**src/mro_pkg.sv**
```systemverilog
// ============================================================================
// mro_pkg: shared definitions for the maximal rectangle of ones unit
// Field widths, register map, reset values and the command and status words
// passed between the controller and the datapath.
// ============================================================================
package mro_pkg;

    localparam int MAX_COLS_DEF = 64;
    localparam int MAX_ROWS_DEF = 1024;

    localparam int AREA_W = 17;
    localparam logic [AREA_W-1:0] AREA_MAX = '1;

    localparam int ROW_WIDTH_W = 7;
    localparam logic [ROW_WIDTH_W-1:0] ROW_WIDTH_RST = 7'd64;

    localparam int APB_ADDR_W = 3;
    localparam int APB_DATA_W = 32;
    localparam logic [APB_ADDR_W-1:0] ADDR_ROW_WIDTH = 3'd0;

    // Commands from the controller to the datapath.
    typedef struct packed {
        logic capture;      // latch the incoming word
        logic cell_upd;     // update the column height and the column position
        logic sweep_start;  // begin the histogram sweep of a finished row
        logic sweep_rd;     // height memory is addressed by the sweep index
        logic pop;          // pop the stack top and form its area
        logic push;         // push the current column onto the stack
        logic load_top;     // refill the top register and fold the area into the best
        logic emit;         // load the result register and clear the matrix state
    } mro_cmd_t;

    // Status from the datapath to the controller.
    typedef struct packed {
        logic row_end;
        logic last;
        logic sweep_done;
        logic pop_cond;
        logic out_free;
    } mro_status_t;

endpackage

```
**src/mro_datapath.sv**
```systemverilog
// ============================================================================
// mro_datapath: datapath of the maximal rectangle of ones unit
// Column height memory, index stack memory, area multiplier, best-area
// tracking, the row width register and the result register.
// ============================================================================
module mro_datapath
    import mro_pkg::*;
#(
    parameter int MAX_COLS = MAX_COLS_DEF,
    parameter int MAX_ROWS = MAX_ROWS_DEF
)
(
    input  logic                  clk,
    input  logic                  rst_n,
    input  mro_cmd_t              cmd,
    output mro_status_t           status,
    input  logic                  in_cell,
    input  logic                  in_last,
    input  logic                  out_ready,
    output logic                  out_valid,
    output logic [AREA_W-1:0]     out_area,
    output logic                  out_malformed,
    input  logic                  psel,
    input  logic                  penable,
    input  logic                  pwrite,
    input  logic [APB_ADDR_W-1:0] paddr,
    input  logic [APB_DATA_W-1:0] pwdata,
    output logic [APB_DATA_W-1:0] prdata
);

    localparam int CW   = (MAX_COLS > 1) ? $clog2(MAX_COLS) : 1;
    localparam int WW   = $clog2(MAX_COLS + 1);
    localparam int HW   = $clog2(MAX_ROWS + 1);
    localparam int SW   = $clog2(MAX_COLS + 2);
    localparam int PW   = HW + WW;
    localparam int SATW = (PW > AREA_W) ? PW : AREA_W;
    localparam int EW   = WW + ROW_WIDTH_W;

    localparam logic [EW-1:0]   MAXC_EXT = EW'(MAX_COLS);
    localparam logic [WW-1:0]   MAXC_W   = WW'(MAX_COLS);
    localparam logic [HW-1:0]   HMAX     = HW'(MAX_ROWS);
    localparam logic [SATW-1:0] AMAX_EXT = SATW'(AREA_MAX);

    // A stack entry holds the left edge of its rectangle and its height.
    typedef struct packed {
        logic [WW-1:0] left;
        logic [HW-1:0] h;
    } entry_t;

    logic [ROW_WIDTH_W-1:0] row_width_reg;
    logic                   cell_reg;
    logic                   last_reg;
    logic                   mal_reg;
    logic [CW-1:0]          col_pos_reg;
    logic [MAX_COLS-1:0]    hgt_vld_reg;
    logic [HW-1:0]          hgt_mem [MAX_COLS];
    logic [HW-1:0]          hgt_rd_reg;
    logic                   hgt_rd_vld_reg;
    entry_t                 stk_mem [MAX_COLS];
    entry_t                 stk_rd_reg;
    entry_t                 top_reg;
    logic [WW-1:0]          i_reg;
    logic [SW-1:0]          sd_reg;
    logic [WW-1:0]          pend_left_reg;
    logic [PW-1:0]          prod_reg;
    logic [AREA_W-1:0]      best_reg;
    logic                   out_valid_reg;
    logic [AREA_W-1:0]      out_area_reg;
    logic                   out_mal_reg;

    logic [EW-1:0]     rw_ext;
    logic [WW-1:0]     w_eff;
    logic [WW-1:0]     col_inc;
    logic              row_end;
    logic [CW-1:0]     hgt_addr;
    logic [HW-1:0]     old_h;
    logic [HW-1:0]     hgt_new;
    logic [HW-1:0]     cur_h;
    logic              sweep_done;
    logic [SW-1:0]     sd_m1;
    logic [SW-1:0]     sd_m2;
    logic [WW-1:0]     span;
    logic [SATW-1:0]   prod_ext;
    logic [AREA_W-1:0] area_cand;
    logic              cfg_wr;

    // Configuration register.
    assign cfg_wr = psel && penable && pwrite && (paddr == ADDR_ROW_WIDTH);
    assign prdata = (paddr == ADDR_ROW_WIDTH) ? APB_DATA_W'(row_width_reg) : '0;

    always_ff @(posedge clk or negedge rst_n)
    begin
        if (!rst_n)
        begin
            row_width_reg <= ROW_WIDTH_RST;
        end
        else if (cfg_wr)
        begin
            row_width_reg <= pwdata[ROW_WIDTH_W-1:0];
        end
    end

    // A width of zero acts as one, and a width past the column count is clamped.
    assign rw_ext = EW'(row_width_reg);

    always_comb
    begin
        if (rw_ext == '0)
        begin
            w_eff = WW'(1);
        end
        else if (rw_ext > MAXC_EXT)
        begin
            w_eff = MAXC_W;
        end
        else
        begin
            w_eff = rw_ext[WW-1:0];
        end
    end

    assign col_inc = WW'(col_pos_reg) + WW'(1);
    assign row_end = (col_inc >= w_eff);

    // Column height memory. Entries without a valid bit read as zero.
    assign hgt_addr = cmd.sweep_rd ? i_reg[CW-1:0] : col_pos_reg;
    assign old_h    = hgt_rd_vld_reg ? hgt_rd_reg : '0;

    always_comb
    begin
        if (!cell_reg)
        begin
            hgt_new = '0;
        end
        else if (old_h == HMAX)
        begin
            hgt_new = old_h;
        end
        else
        begin
            hgt_new = old_h + HW'(1);
        end
    end

    always_ff @(posedge clk)
    begin
        hgt_rd_reg     <= hgt_mem[hgt_addr];
        hgt_rd_vld_reg <= hgt_vld_reg[hgt_addr];
        if (cmd.cell_upd)
        begin
            hgt_mem[col_pos_reg] <= hgt_new;
        end
    end

    always_ff @(posedge clk or negedge rst_n)
    begin
        if (!rst_n)
        begin
            hgt_vld_reg <= '0;
        end
        else if (cmd.emit)
        begin
            hgt_vld_reg <= '0;
        end
        else if (cmd.cell_upd)
        begin
            hgt_vld_reg[col_pos_reg] <= 1'b1;
        end
    end

    // Incoming word and per-cell bookkeeping.
    always_ff @(posedge clk)
    begin
        if (cmd.capture)
        begin
            cell_reg <= in_cell;
            last_reg <= in_last;
        end
        if (cmd.cell_upd)
        begin
            mal_reg <= !row_end;
        end
    end

    always_ff @(posedge clk or negedge rst_n)
    begin
        if (!rst_n)
        begin
            col_pos_reg <= '0;
        end
        else if (cmd.emit)
        begin
            col_pos_reg <= '0;
        end
        else if (cmd.cell_upd)
        begin
            col_pos_reg <= row_end ? '0 : col_inc[CW-1:0];
        end
    end

    // Sweep: the column whose index equals the row width, one past the last column,
    // acts as height zero and flushes the stack.
    assign sweep_done = (i_reg == w_eff);
    assign cur_h      = sweep_done ? '0 : old_h;
    assign sd_m1      = sd_reg - SW'(1);
    assign sd_m2      = sd_reg - SW'(2);
    assign span       = i_reg - top_reg.left;

    // The top entry lives in a register, the entries below it in memory.
    always_ff @(posedge clk)
    begin
        stk_rd_reg <= stk_mem[sd_m2[CW-1:0]];
        if (cmd.push && (sd_reg != '0))
        begin
            stk_mem[sd_m1[CW-1:0]] <= top_reg;
        end
    end

    always_ff @(posedge clk)
    begin
        if (cmd.sweep_start)
        begin
            pend_left_reg <= '0;
        end
        else if (cmd.push)
        begin
            top_reg.left  <= pend_left_reg;
            top_reg.h     <= cur_h;
            pend_left_reg <= i_reg + WW'(1);
        end
        else if (cmd.pop)
        begin
            // A later push extends left to where the popped bar began.
            pend_left_reg <= top_reg.left;
            prod_reg      <= PW'(top_reg.h) * PW'(span);
        end
        else if (cmd.load_top && (sd_reg != '0))
        begin
            top_reg <= stk_rd_reg;
        end
    end

    always_ff @(posedge clk or negedge rst_n)
    begin
        if (!rst_n)
        begin
            i_reg  <= '0;
            sd_reg <= '0;
        end
        else if (cmd.sweep_start)
        begin
            i_reg  <= '0;
            sd_reg <= '0;
        end
        else if (cmd.push)
        begin
            i_reg  <= i_reg + WW'(1);
            sd_reg <= sd_reg + SW'(1);
        end
        else if (cmd.pop)
        begin
            sd_reg <= sd_m1;
        end
    end

    // Best area, saturated to the result width.
    assign prod_ext  = SATW'(prod_reg);
    assign area_cand = (prod_ext > AMAX_EXT) ? AREA_MAX : prod_ext[AREA_W-1:0];

    always_ff @(posedge clk or negedge rst_n)
    begin
        if (!rst_n)
        begin
            best_reg <= '0;
        end
        else if (cmd.emit)
        begin
            best_reg <= '0;
        end
        else if (cmd.load_top && (area_cand > best_reg))
        begin
            best_reg <= area_cand;
        end
    end

    // Result register.
    always_ff @(posedge clk or negedge rst_n)
    begin
        if (!rst_n)
        begin
            out_valid_reg <= 1'b0;
        end
        else if (cmd.emit)
        begin
            out_valid_reg <= 1'b1;
        end
        else if (out_ready)
        begin
            out_valid_reg <= 1'b0;
        end
    end

    always_ff @(posedge clk)
    begin
        if (cmd.emit)
        begin
            out_area_reg <= best_reg;
            out_mal_reg  <= mal_reg;
        end
    end

    assign out_valid     = out_valid_reg;
    assign out_area      = out_area_reg;
    assign out_malformed = out_mal_reg;

    assign status.row_end    = row_end;
    assign status.last       = last_reg;
    assign status.sweep_done = sweep_done;
    assign status.pop_cond   = (sd_reg != '0) && (top_reg.h >= cur_h);
    assign status.out_free   = !out_valid_reg || out_ready;

endmodule

```
**config.mk**
```make
export PLATFORM = sky130hd
export DESIGN_NAME = mro_datapath
export DESIGN_NICKNAME = d
export VERILOG_FILES = /design/src/mro_pkg.sv /design/src/mro_datapath.sv
export SDC_FILE = /design/constraint.sdc
export NUM_CORES = 2
export LEC_CHECK = 0
export BUFFER_PORTS_ARGS = -buffer_cell sky130_fd_sc_hd__buf_2
export CAP_MARGIN = 20
export CORE_MARGIN = 2
export CORE_UTILIZATION = 45
export CTS_CLUSTER_SIZE = 24
export DETAILED_ROUTE_END_ITERATION = 8
export GPL_TIMING_DRIVEN = 1
export PLACE_DENSITY = 0.56
export SLEW_MARGIN = 30
export SYNTH_ARGS = -nofsm -noshare
export SYNTH_HDL_FRONTEND = slang
export SYNTH_SLANG_ARGS = --single-unit
```
**constraint.sdc**
```tcl
create_clock -name clk -period 11.7 [get_ports clk]
set_clock_uncertainty 0.05 [all_clocks]
set_input_delay 1.755 -clock clk [delete_from_list [all_inputs] [get_ports clk]]
set_output_delay 1.755 -clock clk [all_outputs]
set_load 0.01 [all_outputs]
```
==> impl_metrics.yaml <==
floorplan:
  ios: 107
  die-width_um: 446
  start_util_pct: 45.2
  std_cell_rows: 162
  fp.dieArea_um2: 199000
  core_area_um2: 194000
  fp.dieH_um: 446
placement:
  port_buffers: 56
  gp_congestion: 0.828
  hpwlAfterDp_um: 133000
  dpl_cell_area_um2: 91500
  place_inst: 8293
logic_synthesis:
  syn_area_per_cell_um2: 14.9
  ys_ff_latch: 2059
  seq_area_frac_synth_pct: 69.4
  synth.most_common_cell: "edfxtp_1"
  ys_types: 85
  yosysTopAreaCell: "edfxtp_1"
  synthTopCellsByArea: "edfxtp_1 65%, mux4_2 8.3%, a21oi_1 5.2%"
  syn_inst: 5881
  synth-async-reset-ratio_pct: 5.29
  syn_area_um2: 87800
  synth_warnings: 0
  synth_common_cells: "1913 x edfxtp_1, 912 x a21oi_1, 648 x nor2_1"
  synth-edff-count: 1913
  synth_flop_cell: "edfxtp_1"
  synth_top_area_share_pct: 65.4
power:
  max-vdd-ir-drop_v: 0.000153
  p_per_area_nw_per_um2: 192
  p_leak_nw: 32.6
timing:
  drv_slew: 0
  hold_ws_ns: 0.392
  setup_viol: 0
  setup-tns-final_ns: 0
  timing.fmax_mhz: 140
  fin_crit_sh_pct: 60.9
  rsz0062_at_grt: "no"
  max_slew_margin_pct: 25.2
  worst_pin_slew_ns: 1.11
  report.final.hold_viol_count: 0
  layout_min_cycle_time_ns: 7.12
worst_setup_path:
  cp.arrival_ns: 7.67
  cp-start-kind: "register"
  worst_ep_required_time_ns: 12.25
  end_kind: "register"
  worstPathMaxFanout: 128
  path_class: "register to register"
cells_and_area:
  area_growth_pct: 12.2
  largest_register_ffs: 1152
  final_util_pct: 50.7
  stdcell_area_um2: 98500
  fin_cells: 8691
  drive_above_1_share_pct: 17.0
  fin_nets: 6152
grt:
  grt_antenna_before_repair: 9
  grt_max_degree: 154
  grt_pass1_vias: 51137
  grt_pass1_wl_um: 347000
  grt_usage_pct: 23.7
  overflow: 0
run:
  max_cap_viol_count: 0
routing:
  drt_first_pass_iters: 8
  drc: 0
  wl_per_cell_um: 27.3
  routed-via-count: 51438
  via_per_inst: 5.92
  wirelength_um: 237000
  ant_nets: 0
  dr.first_iter.drc_count: 5086
cts:
  clk_latency_ns: 0.87
  cts-htree-levels: 4
  clk_pin_slew_ns: 0.06
  cts_buffers: 213
  ctsResizeCount: 0
  cts_sinks: 2059
  cts_setup_buffers: 0
  cts_tree: "built"
  ctsRootBufferMaster: "clkbuf_16"
  cts_hold_buf: 0
  clockBufferDepth: 3
status:
  status: "completed"
worst_hold_path:
  hold_class: "register to register"
-- cell families (layout without fill, tap and decap cells) --
family / Yosys count / after routing / synth area share, %
other: 1 / 27 / 0.00427
DFF: 2059 / 2059 / 69.4
muxes: 380 / 380 / 8.98
buffers and inverters: 502 / 744 / 2.66
and+or+nand+nor: 1319 / 1319 / 6.92
adders and majority gates: 132 / 132 / 2.27
AOI/OAI and AO/OA: 1430 / 1430 / 9.21
xor gates and xnor gates: 58 / 58 / 0.579
-- metrics by stage --
stage / setup WS (ns) / total power [W]
finish: 4.58 / 0.0189
global route: 4.13 / 0.0197
CTS: 4.46 / 0.0190
detailed placement: 4.47 / 0.0123
global placement: 4.43 / 0.0123
floorplan: 5.19 / 0.0112
-- worst max-delay path, cell delays in order, from the launching register on --
cell,delay [ns]
dfrtp_1,0.36
buf_4,0.28
inv_8,0.57
ha_1,0.28
inv_1,0.06
fa_1,0.39
a21o_1,0.19
a21oi_1,0.21
o21bai_1,0.09
a21oi_1,0.18
xnor2_1,0.27
and2_1,0.28
fa_1,0.47
inv_1,0.05
fa_1,0.47
inv_1,0.05
fa_1,0.47
inv_1,0.05
fa_1,0.47
inv_1,0.04
ha_1,0.33
a21oi_1,0.20
o21ai_0,0.16
nor3_1,0.16
a21oi_1,0.15
a221o_1,0.33
a21oi_1,0.17
xnor2_1,0.08
-- layout make-up --
type | count | area [um2]
diodes | 2 | 5.00
clock buffers | 283 | 5730
clock inverters | 110 | 1190
fillers | 16116 | 95900
inverters | 109 | 424
multi-input cells | 3344 | 25200
flip-flops and latches | 2059 | 60900
well taps | 2542 | 3180
repair buffers | 242 | 1820
-- final timing paths --
kind                              start          endpoint  slack, ns  cells after the start
setup / recovery               i_reg[0]      prod_ext[17]       4.58                     27
hold / removal             best_reg[11]      out_area[11]       0.39                      0
setup reg to reg               i_reg[0]      prod_ext[17]       4.58                     27
hold reg to reg            best_reg[11]      out_area[11]       0.39                      0
max in group asynchronous         rst_n   hgt_vld_reg[29]       9.43                      2
min in group asynchronous         rst_n  row_width_reg[0]       0.84                      1
-- routing by layer --
| metal | GRT usage (%) | routed length, um | vias up |
|---|---|---|---|
| met5 | 0 | 0 | - |
| met4 | 8.51 | 8050 | 0 |
| met3 | 3.35 | 13000 | 354 |
| met2 | 40.6 | 120000 | 1692 |
| met1 | 30.8 | 95400 | 26504 |
| li1 | - | - | 22888 |
-- layout by cell type, fill, tap and decap left out, types with 106 or more instances in the layout --
| cell | count |
|---|---|
| o21ai_0 | 156 |
| a21oi_1 | 911 |
| nand2_1 | 247 |
| o22ai_1 | 142 |
| buf_4 | 174 |
| dfrtp_1 | 106 |
| edfxtp_1 | 1913 |
| clkbuf_16 | 214 |
| nor2_1 | 568 |
| mux4_2 | 324 |
-- power breakdown --
group	switching, W	internal [W]	leakage, nW	total, W
Sequential	0.000111	0.00849	19.2	0.00860
Clock	0.00289	0.00383	3.38	0.00672
Combinational	0.00229	0.00125	10.0	0.00354
(Power assumes the default switching activity.)
