===== config.mk =====
export PLATFORM = sky130hd
export DESIGN_NAME = mro_ctrl
export DESIGN_NICKNAME = d
export VERILOG_FILES = /design/src/mro_pkg.sv /design/src/mro_ctrl.sv
export SDC_FILE = /design/constraint.sdc
export NUM_CORES = 1
export LEC_CHECK = 0
export ABC_AREA = 1
export BUFFER_PORTS_ARGS = -buffer_cell sky130_fd_sc_hd__buf_2
export CELL_PAD_IN_SITES_DETAIL_PLACEMENT = 1
export CELL_PAD_IN_SITES_GLOBAL_PLACEMENT = 1
export CORE_MARGIN = 2
export CORE_UTILIZATION = 33
export CTS_BUF_LIST = sky130_fd_sc_hd__clkbuf_2 sky130_fd_sc_hd__clkbuf_4 sky130_fd_sc_hd__clkbuf_8
export DETAILED_ROUTE_END_ITERATION = 10
export GPL_TIMING_DRIVEN = 1
export PLACE_DENSITY = 0.88
export SLEW_MARGIN = 20
export SYNTH_ARGS = -nofsm -noshare
export SYNTH_HDL_FRONTEND = slang
export SYNTH_SLANG_ARGS = --single-unit
export TNS_END_PERCENT = 5

===== constraint.sdc =====
create_clock -name clk -period 1.4 [get_ports clk]
set_input_delay 0.42 -clock clk [delete_from_list [all_inputs] [get_ports clk]]
set_output_delay 0.42 -clock clk [all_outputs]
set_load 0.02 [all_outputs]

===== src/mro_pkg.sv =====
// ============================================================================
// mro_pkg: shared definitions for the maximal rectangle of ones unit
// Field widths, register map, reset values and the command and status words
// passed between the controller and the datapath.
// ============================================================================
package mro_pkg;

    localparam int MAX_COLS_DEF = 64;
    localparam int MAX_ROWS_DEF = 1024;

    localparam int AREA_W = 17;
    localparam logic [AREA_W-1:0] AREA_MAX = '1;

    localparam int ROW_WIDTH_W = 7;
    localparam logic [ROW_WIDTH_W-1:0] ROW_WIDTH_RST = 7'd64;

    localparam int APB_ADDR_W = 3;
    localparam int APB_DATA_W = 32;
    localparam logic [APB_ADDR_W-1:0] ADDR_ROW_WIDTH = 3'd0;

    // Commands from the controller to the datapath.
    typedef struct packed {
        logic capture;      // latch the incoming word
        logic cell_upd;     // update the column height and the column position
        logic sweep_start;  // begin the histogram sweep of a finished row
        logic sweep_rd;     // height memory is addressed by the sweep index
        logic pop;          // pop the stack top and form its area
        logic push;         // push the current column onto the stack
        logic load_top;     // refill the top register and fold the area into the best
        logic emit;         // load the result register and clear the matrix state
    } mro_cmd_t;

    // Status from the datapath to the controller.
    typedef struct packed {
        logic row_end;
        logic last;
        logic sweep_done;
        logic pop_cond;
        logic out_free;
    } mro_status_t;

endpackage


===== src/mro_ctrl.sv =====
// ============================================================================
// mro_ctrl: controller of the maximal rectangle of ones unit
// Sequences cell updates, the stack sweep at each row end and result output.
// ============================================================================
module mro_ctrl
    import mro_pkg::*;
(
    input  logic        clk,
    input  logic        rst_n,
    input  logic        in_valid,
    output logic        in_ready,
    input  mro_status_t status,
    output mro_cmd_t    cmd
);

    typedef enum logic [5:0] {
        S_IDLE  = 6'b000001,
        S_CELL  = 6'b000010,
        S_FETCH = 6'b000100,
        S_CMP   = 6'b001000,
        S_LOAD  = 6'b010000,
        S_EMIT  = 6'b100000
    } state_t;

    state_t state_reg;
    state_t state_next;

    always_ff @(posedge clk or negedge rst_n)
    begin
        if (!rst_n)
        begin
            state_reg <= S_IDLE;
        end
        else
        begin
            state_reg <= state_next;
        end
    end

    always_comb
    begin
        state_next = state_reg;
        cmd        = '0;
        in_ready   = 1'b0;
        unique case (state_reg)
            S_IDLE:
            begin
                in_ready = 1'b1;
                if (in_valid)
                begin
                    cmd.capture = 1'b1;
                    state_next  = S_CELL;
                end
            end
            S_CELL:
            begin
                cmd.cell_upd = 1'b1;
                if (status.row_end)
                begin
                    cmd.sweep_start = 1'b1;
                    state_next      = S_FETCH;
                end
                else if (status.last)
                begin
                    state_next = S_EMIT;
                end
                else
                begin
                    state_next = S_IDLE;
                end
            end
            S_FETCH:
            begin
                cmd.sweep_rd = 1'b1;
                state_next   = S_CMP;
            end
            S_CMP:
            begin
                cmd.sweep_rd = 1'b1;
                if (status.pop_cond)
                begin
                    cmd.pop    = 1'b1;
                    state_next = S_LOAD;
                end
                else if (!status.sweep_done)
                begin
                    cmd.push   = 1'b1;
                    state_next = S_FETCH;
                end
                else if (status.last)
                begin
                    state_next = S_EMIT;
                end
                else
                begin
                    state_next = S_IDLE;
                end
            end
            S_LOAD:
            begin
                cmd.sweep_rd = 1'b1;
                cmd.load_top = 1'b1;
                state_next   = S_CMP;
            end
            S_EMIT:
            begin
                if (status.out_free)
                begin
                    cmd.emit   = 1'b1;
                    state_next = S_IDLE;
                end
            end
            default:
            begin
                state_next = S_IDLE;
            end
        endcase
    end

endmodule


==> results of run 1 <==
## worst paths after layout
| check | cells after the start | start | to |
|---|---|---|---|
| worst max-delay path | 5 | state_reg[4] | in_ready |
| worst min-delay path | 3 | status[3] | state_reg[5] |
| worst max register to register | 9 | state_reg[4] | state_reg[0] |
| worst min register to register | 3 | state_reg[1] | state_reg[3] |
| max in group asynchronous | 2 | rst_n | state_reg[0] |
| min in group asynchronous | 2 | rst_n | state_reg[2] |
## critical path, stage by stage (launching register included)
cell and delay (ns):
dfrtp_1 0.41, nor2_4 0.21, buf_6 0.13, nand2_4 0.07, nor2_2 0.14, buf_6 0.14
## per-layer routing
layer	up-vias	part of all wire [%]	wire [um]	GRT usage [%]
li1	242	-	-	-
met1	240	37	635	26.5
met2	23	55	945	50.4
met5	-	0	0	0
met4	0	3.3	57	14.7
met3	6	5.4	93	7.78
## cell type report
cell class / instances / area share (%)
clock buffer: 4 / 4.29
timing repair buffer: 22 / 23.4
tap: 14 / 2.50
inverter: 12 / 6.44
multi-input combinational: 43 / 41.5
sequential: 6 / 21.8
## logic make-up after synthesis
family | after synthesis
flops | 6
buf+inv | 12
compound gates | 4
simple gates | 39
## repair_timing
action                                 4_1_cts  5_1_grt
setup endpoints to repair                    9       11
hold buffers                                 1        0
setup buffers                                1        0
gates resized for setup                     17        6
endpoints found under the hold margin        5        0
pin swaps                                    1        1
## power breakdown
part / internal, W / switching, W / total, W
logic: 0.000250 / 0.000377 / 0.000627
clock network: 0.000129 / 0.000100 / 0.000230
registers: 0.000223 / 0.0000500 / 0.000273
## per-stage QoR
step	std cells	util [%]	setup slack, ns	hold WS [ns]	instance area, um2
detailed placement	95	48.6	-0.141	0.249	562
finish	101	60.5	-0.408	0.433	699
global placement	95	48.6	-0.0716	0.244	562
CTS	101	58.4	-0.402	0.455	676
global route	101	60.5	-0.470	0.462	699
floorplan	61	-	-0.138	0.124	434
## cells in the final DEF, fill, tap and decap left out
| cell type | n |
|---|---|
| buf_6 | 5 |
| nand3_1 | 2 |
| clkbuf_4 | 4 |
| dlygate4sd3_1 | 1 |
| inv_2 | 2 |
| nor3_1 | 1 |
| buf_4 | 7 |
| o21ai_1 | 2 |
| dfrtp_2 | 1 |
| nand3_4 | 2 |
| nor2_2 | 5 |
| dfrtp_1 | 4 |
| nand2_4 | 1 |
| nand3_2 | 2 |
| nor3_4 | 2 |
| nor3_2 | 1 |
| inv_1 | 10 |
| nor2_4 | 3 |
| o21ai_2 | 1 |
| or2_1 | 1 |
| nor2_1 | 8 |
| dfstp_2 | 1 |
| buf_2 | 9 |
| a21oi_1 | 1 |
| nand2_1 | 11 |
==> flow_summary_export.csv, run 1 <==
group,metric,value,unit
sta,rsz0062_at_grt,"yes",
sta,final_max_slew_viol_count,0,
synthesis,synthSimpleGateAreaFrac,48.7,%
sta,final.setup.tns,-3.24,ns
global_route,grt_first_pass_wirelength,2660,um
synthesis,yosysSeqAreaShare,35.3,%
drt,vias,511,
sta,finalWorstSetupSlack,-0.408,ns
synthesis,synth-edff-count,0,
drt,routed_wl,1730,um
floorplanning,rows,12,
clock_network,path_clk_slew,0.07,ns
drt,wl_per_cell,17.1,um
global_route,grt_start_max_net_pins,7,
sta,post-route-min-period,1.81,ns
cells_and_area,fillers,145,
sta,max_freq,0.553,GHz
drt,ant_nets,0,
clock_network,cts_tree,"built",
power_and_ir_drop,powerDensity,1620,nW/um2
drt,drtIter0Drc,7,
synthesis,ys_warn_count,0,
synthesis,yosys-top-cells-count,"11 x nand2_1, 10 x inv_1, 10 x nor2_1",
synthesis,synth_flop_cell,"dfrtp_1",
synthesis,synthesis.nets,69,
synthesis,synth_top_area_share,29.2,%
sta,hold_viol,0,
cells_and_area,syn_to_final_growth,63.0,%
critical_path,crit_required,0.98,ns
place,routabilityCongestion,0.718,
synthesis,yosysMostFrequentCell,"nand2_1",
clock_network,cts_buffers,3,
synthesis,synth_largest_area_cell,"dfrtp_1",
global_route,antenna_found_initial,0,
clock_network,htree_levels,1,
clock_network,insertion_delay,0.28,ns
synthesis,synth_compound_area_share,5.54,%
sta,slew-limit-headroom,85.2,%
place,io_buffers,16,
floorplanning,core-area,1160,um2
place,hpwl,960,um
cells_and_area,diodes,0,
sta,tightest_slew,0.221,ns
flow_run,maxCapViolations,0,
critical_path,cp-start-kind,"flop",
floorplanning,io_pins,17,
synthesis,ys_seq_elements,6,
sta,finalClockSkew,0.0157,ns
global_route,grt_pass1_vias,586,
floorplanning,die_x,40.1,um
power_and_ir_drop,leakage,0.377,nW
critical_path,crit_type,"flop to output port",
synthesis,synth_mux_area_share,0,%
cells_and_area,drive_above_1_share,52.9,%
drt,firstDrtPassIters,4,
synthesis,avgSynthCellArea,7.04,um2
synthesis,ys_async_sr_fraction,100,%
critical_path,critical_path_arrival,1.39,ns
cells_and_area,register_area,153,um2
power_and_ir_drop,vdd_drop_max,671,uV
floorplanning,die_area,1600,um2
sta,setup_violations,10,
sta,period_share,129,%
synthesis,syn_inst,61,
clock_network,cts_sinks,6,
synthesis,synth-adder-area-share,0,%
global_route,grt_util_all_layers,27.1,%
floorplanning,initial_core_util,37.1,%
synthesis,synthTopCellsByArea,"dfrtp_1 29%, nand2_1 9.6%, inv_1 8.7%",
drt,drcViolationCount,0,
floorplanning,fp.dieH,40.1,um
synthesis,ys_types,17,
cells_and_area,largest_reg_flops,6,
clock_network,cts-root-buf,"clkbuf_4",
global_route,grt_overflow,0,
cells_and_area,multi_input_area,290,um2
clock_network,clk_path_buf_depth,2,
critical_path,path_max_fanout,4,
power_and_ir_drop,power,0.00113,W
synthesis,netlist_area,429,um2
critical_path,reg2reg_slack,-0.02,ns
min_path,hold_class,"input pin to flop",
outcome,status,"finished, violations left",
outcome,violations,"negative setup slack",
cells_and_area,final_nets,96,
critical_path,endpoint_kind,"output port",
synthesis,synth_top_family_by_area,"simple AND/OR/NAND/NOR gates",
drt,vias_per_cell,5.06,
synthesis,synth_xor_area_share,0,%
No activity file was read; power rests on OpenSTA's default activity.
==> run 2, diff against run 1 <==
Settings changed: SETUP_SLACK_MARGIN from default to 0.5.
==> run 2 against run 1 <==
  * The run still ends with negative setup slack left
  * Sequential power barely moved
  * Cell count rose by 2.0%
  * Global-route usage up 1.6 points
  * Core utilization up 2.1 points
  * Worst hold slack improved by 0.031 ns
  * Die area stayed put
  * Maximum frequency grew 2.4%
  * Sequential share of layout area down 0.72 points
  * Count of clock-buffer cells in the layout unchanged
  * Largest cell class unchanged
==> flow_summary_export.csv, run 2 (synthesis gave the netlist of run 1 again) <==
group,metric,value,unit
drt,ant_nets,0,
critical_path,endpoint_kind,"output port",
outcome,violations,"negative setup slack",
critical_path,crit_chain,"nor2_4, buf_6, nand2_4, nor2_2, buf_6",
sta,finalWorstSetupSlack,-0.365,ns
power_and_ir_drop,power_frac_comb,58.5,%
clock_network,cts_tree,"built",
clock_network,insertion_delay,0.25,ns
critical_path,path_max_fanout,4,
global_route,grt_start_max_net_pins,7,
sta,max_freq,0.566,GHz
power_and_ir_drop,p_clk_share,17.3,%
critical_path,crit_type,"flop to output port",
drt,drcViolationCount,0,
cells_and_area,final_cell_mix,"10 x nand2_1, 9 x inv_1, 9 x buf_2, 9 x buf_4",
cells_and_area,drive_above_1_share,59.6,%
outcome,status,"finished, violations left",
critical_path,cp_num_buf_inv,2,
cells_and_area,register_area,153,um2
floorplanning,core-area,1160,um2
sta,holdWs,0.464,ns
cells_and_area,stdcell_count,103,
floorplanning,die_x,40.1,um
cells_and_area,final_nets,98,
clock_network,cts_sinks,6,
flow_run,maxCapViolations,0,
cells_and_area,fillers,152,
global_route,grt_pass1_vias,586,
critical_path,critical_path_arrival,1.35,ns
drt,routed_wl,1750,um
global_route,grt_util_all_layers,28.7,%
place,hpwl,1010,um
floorplanning,io_pins,17,
critical_path,crit_required,0.98,ns
critical_path,path_delay_family,"flip-flops",
critical_path,crit_top_cell,"buf_6",
clock_network,clk_path_buf_depth,2,
floorplanning,rows,12,
drt,drtIter0Drc,5,
drt,vias,533,
place,io_buffers,16,
power_and_ir_drop,p_int,0.000623,W
drt,firstDrtPassIters,4,
floorplanning,fp.dieH,40.1,um
global_route,grt_overflow,0,
clock_network,path_clk_slew,0.06,ns
clock_network,cts_buffers,3,
floorplanning,initial_core_util,37.1,%
cells_and_area,multi_input_area,299,um2
min_path,hold_class,"input pin to flop",
cells_and_area,largest_reg_flops,6,
place,dp.cells,98,
drt,vias_per_cell,5.17,
power_and_ir_drop,powerDensity,1580,nW/um2
critical_path,slowest_delay,0.42,ns
power_and_ir_drop,p_sw,0.000521,W
sta,tightest_slew,0.225,ns
power_and_ir_drop,switching_share,45.6,%
sta,slew-limit-headroom,85.0,%
place,routabilityCongestion,0.692,
global_route,grt_first_pass_wirelength,2900,um
sta,final.setup.tns,-2.96,ns
sta,rsz0062_at_grt,"yes",
clock_network,cts-root-buf,"clkbuf_4",
sta,final_max_slew_viol_count,0,
floorplanning,die_area,1600,um2
critical_path,slowest_stage,"dfrtp_1",
drt,wl_per_cell,16.9,um
power_and_ir_drop,pwr-share-seq,24.1,%
power_and_ir_drop,power,0.00114,W
sta,finalClockSkew,0.0107,ns
critical_path,cp-start-kind,"flop",
cells_and_area,final_common_cell,"nand2_1",
sta,period_share,126,%
global_route,antenna_found_initial,0,
sta,setup_violations,9,
clock_network,htree_levels,1,
power_and_ir_drop,leakage,0.385,nW
sta,post-route-min-period,1.77,ns
cells_and_area,syn_to_final_growth,68.5,%
clock_network,post-cts-setup-buffers,0,
sta,hold_viol,0,
power_and_ir_drop,vdd_drop_max,781,uV
cells_and_area,diodes,0,
## run 2: path summary, 6_finish.rpt
path / start / slack [ns] / depth (start not counted) / endpoint
max in group asynchronous: rst_n / 0.62 / 2 / state_reg[0]
worst max-delay path: state_reg[4] / -0.37 / 5 / in_ready
worst min-delay path: status[3] / 0.46 / 3 / state_reg[5]
min in group asynchronous: rst_n / 0.54 / 2 / state_reg[5]
worst min register to register: state_reg[1] / 0.66 / 3 / state_reg[3]
worst max register to register: state_reg[2] / 0 / 8 / state_reg[0]
## run 2: worst reg2reg max path: stages, from the launching register on
cell and delay, ns:
dfrtp_2 0.45, nor2_4 0.19, nand3_2 0.15, buf_4 0.18, nor2_2 0.09, nor2_1 0.08
o21ai_2 0.05, nand2_1 0.07, nand2_1 0.06
## run 2: power groups by stage
stage	sequential (W)	combinational, W	clock, W
3_5_place_dp	0.000263	0.000516	0
5_1_grt	0.000283	0.000721	0.000213
6_report	0.000276	0.000670	0.000198
3_3_place_gp	0.000256	0.000496	0
2_1_floorplan	0.000254	0.000334	0
4_1_cts	0.000272	0.000605	0.000197
## run 2: final cells by class
class,count,area share [%]
well taps,14,2.42
inverters,12,6.23
clock buffers,4,4.15
flip-flops and latches,6,21.1
repair buffers,24,24.7
multi-input cells,43,41.3
## run 2: per-stage QoR
stage                     instance area, um2  util (%)  setup WS [ns]
final                                    723      62.6         -0.365
after global routing                     723      62.6         -0.433
after CTS                                694      60.1         -0.357
after detailed placement                 606      52.4         -0.122
after global placement                   606      52.4        -0.0739
after floorplan                          455         -       -0.00530
## run 2: timing repair
| action | 4_1_cts | 5_1_grt |
|---|---|---|
| resized for setup | 14 | 9 |
| setup endpoints to repair | 15 | 15 |
| hold buffers | 1 | 0 |
| hold endpoints to repair | 5 | 0 |
| pin swaps | 1 | 3 |
## run 2: metal layers
metal | up-vias | share of wire, % | GRT usage (%)
li1 | 243 | - | -
met1 | 265 | 40 | 32.5
met2 | 21 | 55 | 52.8
met3 | 4 | 2.5 | 5.00
met4 | 0 | 2.3 | 10.3
met5 | - | 0 | 0
